File: src/hdl/bpa_pkg.sv
`default_nettype none
package bpa_pkg;

  localparam int TotalPages = 4096;
  localparam int WordBits   = 64;
  localparam int WordCount  = TotalPages / WordBits;
  localparam int PageW      = $clog2(TotalPages);
  localparam int CountW     = PageW + 1;
  localparam int WordW      = $clog2(WordCount);
  localparam int BitW       = $clog2(WordBits);
  localparam int CfgIdxW    = 1;
  localparam int CfgDataW   = 13;

  localparam logic [1:0] KIND_ALLOC   = 2'd0;
  localparam logic [1:0] KIND_FREE    = 2'd1;
  localparam logic [1:0] KIND_RESERVE = 2'd2;
  localparam logic [1:0] KIND_BAD     = 2'd3;

  localparam logic [CfgIdxW-1:0] REG_ENABLE = 1'd0;
  localparam logic [CfgIdxW-1:0] REG_PAGES  = 1'd1;

  typedef struct packed {
    logic [1:0]        kind;
    logic [PageW-1:0]  start_page;
    logic [CountW-1:0] run_length;
  } bpa_in_t;

  typedef struct packed {
    logic             ok;
    logic [PageW-1:0] found_page;
  } bpa_out_t;

  // controller to datapath
  typedef struct packed {
    logic load;       // capture request and clear scan state
    logic rd;         // issue a read of the word at the read address
    logic scan;       // rd data valid: scan its bits
    logic wr;         // write modified word
    logic set_wr;     // start the write-back phase at run start
    logic step;       // advance write pointer by one word
  } bpa_cmd_t;

  // datapath to controller
  typedef struct packed {
    logic found;      // scan of current word completed a run
    logic scan_end;   // current word is the last managed one
    logic wr_done;    // write word covers the run end
    logic wr_none;    // nothing to write
  } bpa_sts_t;

endpackage
`default_nettype wire

File: src/hdl/bpa_control.sv
`default_nettype none
module bpa_control
  import bpa_pkg::*;
(
  input  wire logic clk,
  input  wire logic rst_n,
  input  wire logic in_valid,
  output logic      in_stall,
  input  wire bpa_in_t in_data,
  input  wire logic enable,
  input  wire logic [CountW-1:0] lim,
  input  wire bpa_sts_t sts,
  output bpa_cmd_t  cmd,
  output logic      res_ok,
  output logic      res_alloc,
  output logic      res_valid,
  input  wire logic res_taken
);

  localparam logic [2:0] S_IDLE = 3'd0;
  localparam logic [2:0] S_SCAN = 3'd1;
  localparam logic [2:0] S_WRD  = 3'd2;
  localparam logic [2:0] S_WR   = 3'd3;
  localparam logic [2:0] S_DONE = 3'd4;
  localparam logic [2:0] S_SRD  = 3'd5;

  logic [2:0] st_r, st_nxt;
  logic ok_r, ok_nxt, alloc_r, alloc_nxt;
  logic take;

  assign in_stall  = st_r != S_IDLE || res_valid;
  assign take      = in_valid && !in_stall;
  assign res_valid = st_r == S_DONE;
  assign res_ok    = ok_r;
  assign res_alloc = alloc_r;

  always_comb begin
    st_nxt = st_r; ok_nxt = ok_r; alloc_nxt = alloc_r;
    cmd = '0;
    case (st_r)
      S_IDLE: if (take) begin
        cmd.load = 1'b1;
        ok_nxt = 1'b0; alloc_nxt = 1'b0;
        if (!enable || in_data.run_length == '0 || in_data.kind == KIND_BAD) st_nxt = S_DONE;
        else if (in_data.kind == KIND_ALLOC) begin
          alloc_nxt = 1'b1;
          if (in_data.run_length > lim) st_nxt = S_DONE;
          else begin cmd.rd = 1'b1; st_nxt = S_SCAN; end
        end else begin
          ok_nxt = 1'b1; st_nxt = S_WRD;
        end
      end
      S_SCAN: begin
        cmd.scan = 1'b1;
        if (sts.found) begin ok_nxt = 1'b1; st_nxt = S_SRD; end
        else if (sts.scan_end) st_nxt = S_DONE;
        else cmd.rd = 1'b1;
      end
      S_SRD: begin cmd.set_wr = 1'b1; st_nxt = S_WRD; end
      S_WRD: begin
        if (sts.wr_none) st_nxt = S_DONE;
        else st_nxt = S_WR;
      end
      S_WR: begin
        cmd.wr = 1'b1;
        if (sts.wr_done) st_nxt = S_DONE;
        else begin cmd.step = 1'b1; st_nxt = S_WRD; end
      end
      S_DONE: if (res_taken) st_nxt = S_IDLE;
      default: st_nxt = S_IDLE;
    endcase
    if (st_r == S_WRD && !sts.wr_none) cmd.rd = 1'b1;
  end

  always_ff @(posedge clk) begin
    if (!rst_n) st_r <= S_IDLE;
    else st_r <= st_nxt;
    ok_r <= ok_nxt; alloc_r <= alloc_nxt;
  end

  a_stall: assert property (@(posedge clk) disable iff (!rst_n)
    st_r != S_IDLE |-> in_stall) else $error("accepted while busy");
  a_wr: assert property (@(posedge clk) disable iff (!rst_n)
    cmd.wr |-> $past(st_r) == S_WRD) else $error("write without read");
  a_ok: assert property (@(posedge clk) disable iff (!rst_n)
    st_r == S_SCAN && sts.found |=> ok_r) else $error("found lost");

endmodule
`default_nettype wire

File: config.mk
export PLATFORM = sky130hd
export DESIGN_NAME = bpa_control
export DESIGN_NICKNAME = d
export VERILOG_FILES = /design/src/hdl/bpa_pkg.sv /design/src/hdl/bpa_control.sv
export SDC_FILE = /design/constraint.sdc
export NUM_CORES = 1
export LEC_CHECK = 0
export ABC_AREA = 1
export BUFFER_PORTS_ARGS = -buffer_cell sky130_fd_sc_hd__buf_2
export CAP_MARGIN = 30
export CORE_ASPECT_RATIO = 1.25
export CORE_UTILIZATION = 43
export DETAILED_ROUTE_END_ITERATION = 10
export GPL_TIMING_DRIVEN = 0
export PLACE_DENSITY = 0.95
export SYNTH_ARGS = -nofsm -noshare
export SYNTH_HDL_FRONTEND = slang
export SYNTH_SLANG_ARGS = --single-unit
File: constraint.sdc
create_clock -name clk -period 3.5 [get_ports clk]
set_input_delay 0.525 -clock clk [delete_from_list [all_inputs] [get_ports clk]]
set_output_delay 0.525 -clock clk [all_outputs]
set_load 0.005 [all_outputs]
Word-level counts from Yosys, hierarchy flattened. Index checks and enable logic that the tools add are counted.

Flip-flop bits (word level): 5. Output and inout bits: 10. Word-level logic and storage cells: 60. Input bits: 49.

Order comparisons: 1. Reduce and logical (&&, ||, !) cells: 16. Multiplexer cells: 30. Equality and inequality tests: 10.

Operator list (count): $mux W3 (9); $pmux W3 S6 (1); $mux W1 (17); $gt A13 B13 Y1 (1); $logic_not A13 Y1 (1); $eq A3 B2 Y1 const B (2); $eq A3 B3 Y1 const B (2); $reduce_and A3 Y1 (2); $ne A2 B2 Y1 const B (2); $pmux W1 S2 (2); $eq A3 B1 Y1 const B (1); $logic_not A1 Y1 (3); $logic_not A3 Y1 (1); $logic_or A1 B1 Y1 (3); $ne A3 B3 Y1 const B (1); $reduce_bool A3 Y1 (1); $eq A2 B2 Y1 const B (1); $logic_and A1 B1 Y1 (2); $logic_not A2 Y1 (1); $mux W2 (1); $ne A2 B1 Y1 const B (1); $reduce_and A2 Y1 (1); $reduce_bool A2 Y1 (1).

Depth between registers and ports, before layout.
Depth after elaboration: 7. Gate-level depth with buffers: 14. Depth with buffers taken out: 14.

Least setup slack after synthesis. OpenSTA, ideal clock, no wires.

Path type: in2out. Start point: input lim[12]. End point: output cmd[4] in the netlist's numbering. Setup slack: 1500 ps. Stages: 11. Buffers on the path: 0. Arrival: 1475 ps. Cells stage by stage: inv_1 -> ha_1 -> nand2_1 -> nor2_1 -> nand2_1 -> nor2_1 -> nand2_1 -> nand2_1 -> nand2_1 -> nand3_1 -> nand3_1.

RTL lines: start: declaration (line bpa_control.sv:11) `input wire logic [CountW-1:0] lim,`; end: declaration (line bpa_control.sv:13) `output bpa_cmd_t cmd,`.

==> metrics <==
cell area after synthesis=797 um^2; PostCTS Resize Cnt=0; fillcell total=180; final WL=1670 um; sequential share of the synthesized area=15.1%; Pwr Density=262 nW/um^2; Synth cell types=19; GRT Util Overall=18.9%; drt initial violations=5; grt met1 use=18.2%; slew margin rel.=69.2%; final setup TNS=0 ns; Syn Inst Count=138; Final setup viols=0; startpoint types=input port; share of cells above drive strength 1=29.3%; Starting Density=45.7%; Post-CTS Repair Setup Buffers=0; clk sinks=5; TritonCTS clock tree=yes; Reg clk slew, reported paths=0.04 ns; number of synthesis warnings=0; vias=976; worst path required time=2.97 ns; Fin. Hold Viols=0; Wirelength per Cell=8.05 um; via/cell ratio=4.71; worst skew pair latency=0.24 ns; CP max stage delay=0.28 ns; Placer Congestion=0.858; max-cap viol count=0; number of global-route vias before repair=835; Diodes inserted=0; number of max-slew violations in the final report=0; DRT Pass-1 Iters=4; GR Overflow Total=0; Tcrit/Tclk final=65.5%; critical path's top delay family=simple AND/OR/NAND/NOR gates; Final HPWL DP=1510 um; Syn Nets=200; placed inst area=1050 um^2; f_max=436 MHz; Crit Path Class=in -> out; Core ar.=1740 um^2; most frequent CP cell=nand2_1; P&R area growth vs syn=35.2%; Post-CTS Hold Buffers=0; Avg Cell Area, Syn=5.78 um^2; pin count of the biggest net entering global routing=7; initial antenna violation count=0; Final Util=61.8%; RSZ-0062 raised after global routing=false; crit path cell chain=buf_2 -> ha_1 -> nand2_1 -> nor2_1 -> nand2_1 -> nor2_1 -> nand2_1 -> nand2_1 -> nand2_1 -> nand3_1 -> nand3_1 -> buf_2; die area=2030 um^2; final instance area=1080 um^2; CP Buf/Inv Count=2; Root Driver=clkbuf_4; global routing's busiest layer=met2; met3 usage=5.31%; Crit path arrival time=1.77 ns; met2 Resource Use GR=35.7%; Die H=50.1 um; drt drc=0; first-pass GRT wire length=2770 um; Max FO, Critical Path=3; input/output buffers=46; Pwr Total=0.282 mW; IO Pins=59; FP Rows=17; Nets=251; VDD IR max=0.000156 V; flops & latches, synth=5; measured slew at the worst slew-check pin=0.457 ns; Tmin final=2.29 ns; total CTS buffers=3; Final ANT Viol Nets=0; clk buf depth=2; leakage=0.699 nW; Setup crit end kind=primary output; outcome=completed; die width=40.5 um; highest-delay cell along the critical path=ha_1; type of the worst min-delay path=in -> reg; Worst Skew=0.00157 ns; CTS H-tree lvls=1
## power breakdown
part	leakage, nW	internal (mW)	switching, mW	total [mW]
Combinational	0.639	0.0638	0.0736	0.137
Sequential	0.0444	0.0708	0.00990	0.0806
Clock	0.0150	0.0429	0.0212	0.0642
Total	0.699	0.177	0.105	0.282
## flip-flops by register name (all words and copies together) (netlist names)
| name | flops |
|---|---|
| st_r | 3 |
| res_alloc | 1 |
| res_ok | 1 |
## layout by cell type, fill, tap and decap left out
cell | Yosys | final
nand4_1 | 1 | 1
edfxtp_1 | 2 | 2
or2_2 | 1 | 1
clkbuf_1 | 0 | 1
nor2_1 | 16 | 16
nand2_2 | 1 | 1
buf_2 | 0 | 46
inv_1 | 33 | 33
nand3_1 | 5 | 5
nand2_1 | 44 | 44
ha_1 | 13 | 13
a31oi_1 | 1 | 1
nor3_2 | 1 | 1
inv_2 | 1 | 1
nor3_1 | 4 | 4
a21oi_1 | 7 | 7
dfxtp_1 | 3 | 3
a211oi_2 | 1 | 1
nor3_4 | 1 | 1
clkbuf_4 | 0 | 3
o21ai_0 | 1 | 1
nor4_1 | 2 | 2
## cell type report
| class | instances | area, um^2 | share of cell area (%) |
|---|---|---|---|
| multi-input combinational | 99 | 549 | 51.0 |
| timing repair buffer | 46 | 230 | 21.4 |
| inverter | 34 | 128 | 11.8 |
| sequential | 5 | 120 | 11.1 |
| clock buffer | 4 | 26.3 | 2.44 |
| tap | 19 | 23.8 | 2.21 |
## routing by layer
| metal | vias to the layer above | part of all wire, % |
|---|---|---|
| met5 | - | 0 |
| met4 | 0 | 1.4 |
| met3 | 4 | 6.2 |
| met2 | 29 | 53 |
| met1 | 417 | 40 |
| li1 | 526 | - |
## synth_stat cells
cell type / number / share of area (%)
a211oi_2: 1 / 1.6
a21oi_1: 7 / 4.4
a31oi_1: 1 / 0.79
dfxtp_1: 3 / 7.5
edfxtp_1: 2 / 7.5
ha_1: 13 / 20
inv_1: 33 / 16
inv_2: 1 / 0.47
nand2_1: 44 / 21
nand2_2: 1 / 0.79
nand3_1: 5 / 3.1
nand4_1: 1 / 0.79
nor2_1: 16 / 7.5
nor3_1: 4 / 2.5
nor3_2: 1 / 1.3
nor3_4: 1 / 2.0
nor4_1: 2 / 1.6
o21ai_0: 1 / 0.63
or2_2: 1 / 0.79
## kinds of logic (layout without fill, tap and decap cells)
family          after synthesis  after routing  synth area share (%)
buf+inv                      34             84                  16.0
flops                         5              5                  15.1
simple gates                 76             76                  41.1
fa+ha+maj                    13             13                  20.4
compound gates               10             10                  7.38
## worst paths after layout
kind / end / start / cells after the start / slack, ns
max: cmd[4] / in_data[12] / 12 / 1.21
min: st_r[1] / rst_n / 3 / 0.54
max reg2reg: st_r[0] / st_r[0] / 7 / 2.08
min reg2reg: st_r[2] / st_r[0] / 3 / 0.68
## through the flow
stage               cells  setup WS (ns)  hold WS (ns)
global placement      203           1.19         0.648
finish                207           1.21         0.540
global route          207           1.05         0.548
floorplan             138           1.50         0.613
CTS                   207           1.19         0.534
detailed placement    203           1.19         0.671
## worst min-delay path, delay by kind of cell
| family | cells | cell delay, ns |
|---|---|---|
| buffers and inverters | 2 | 0.12 |
| and+or+nand+nor | 1 | 0.09 |
Power figures use the tool's default switching activity.
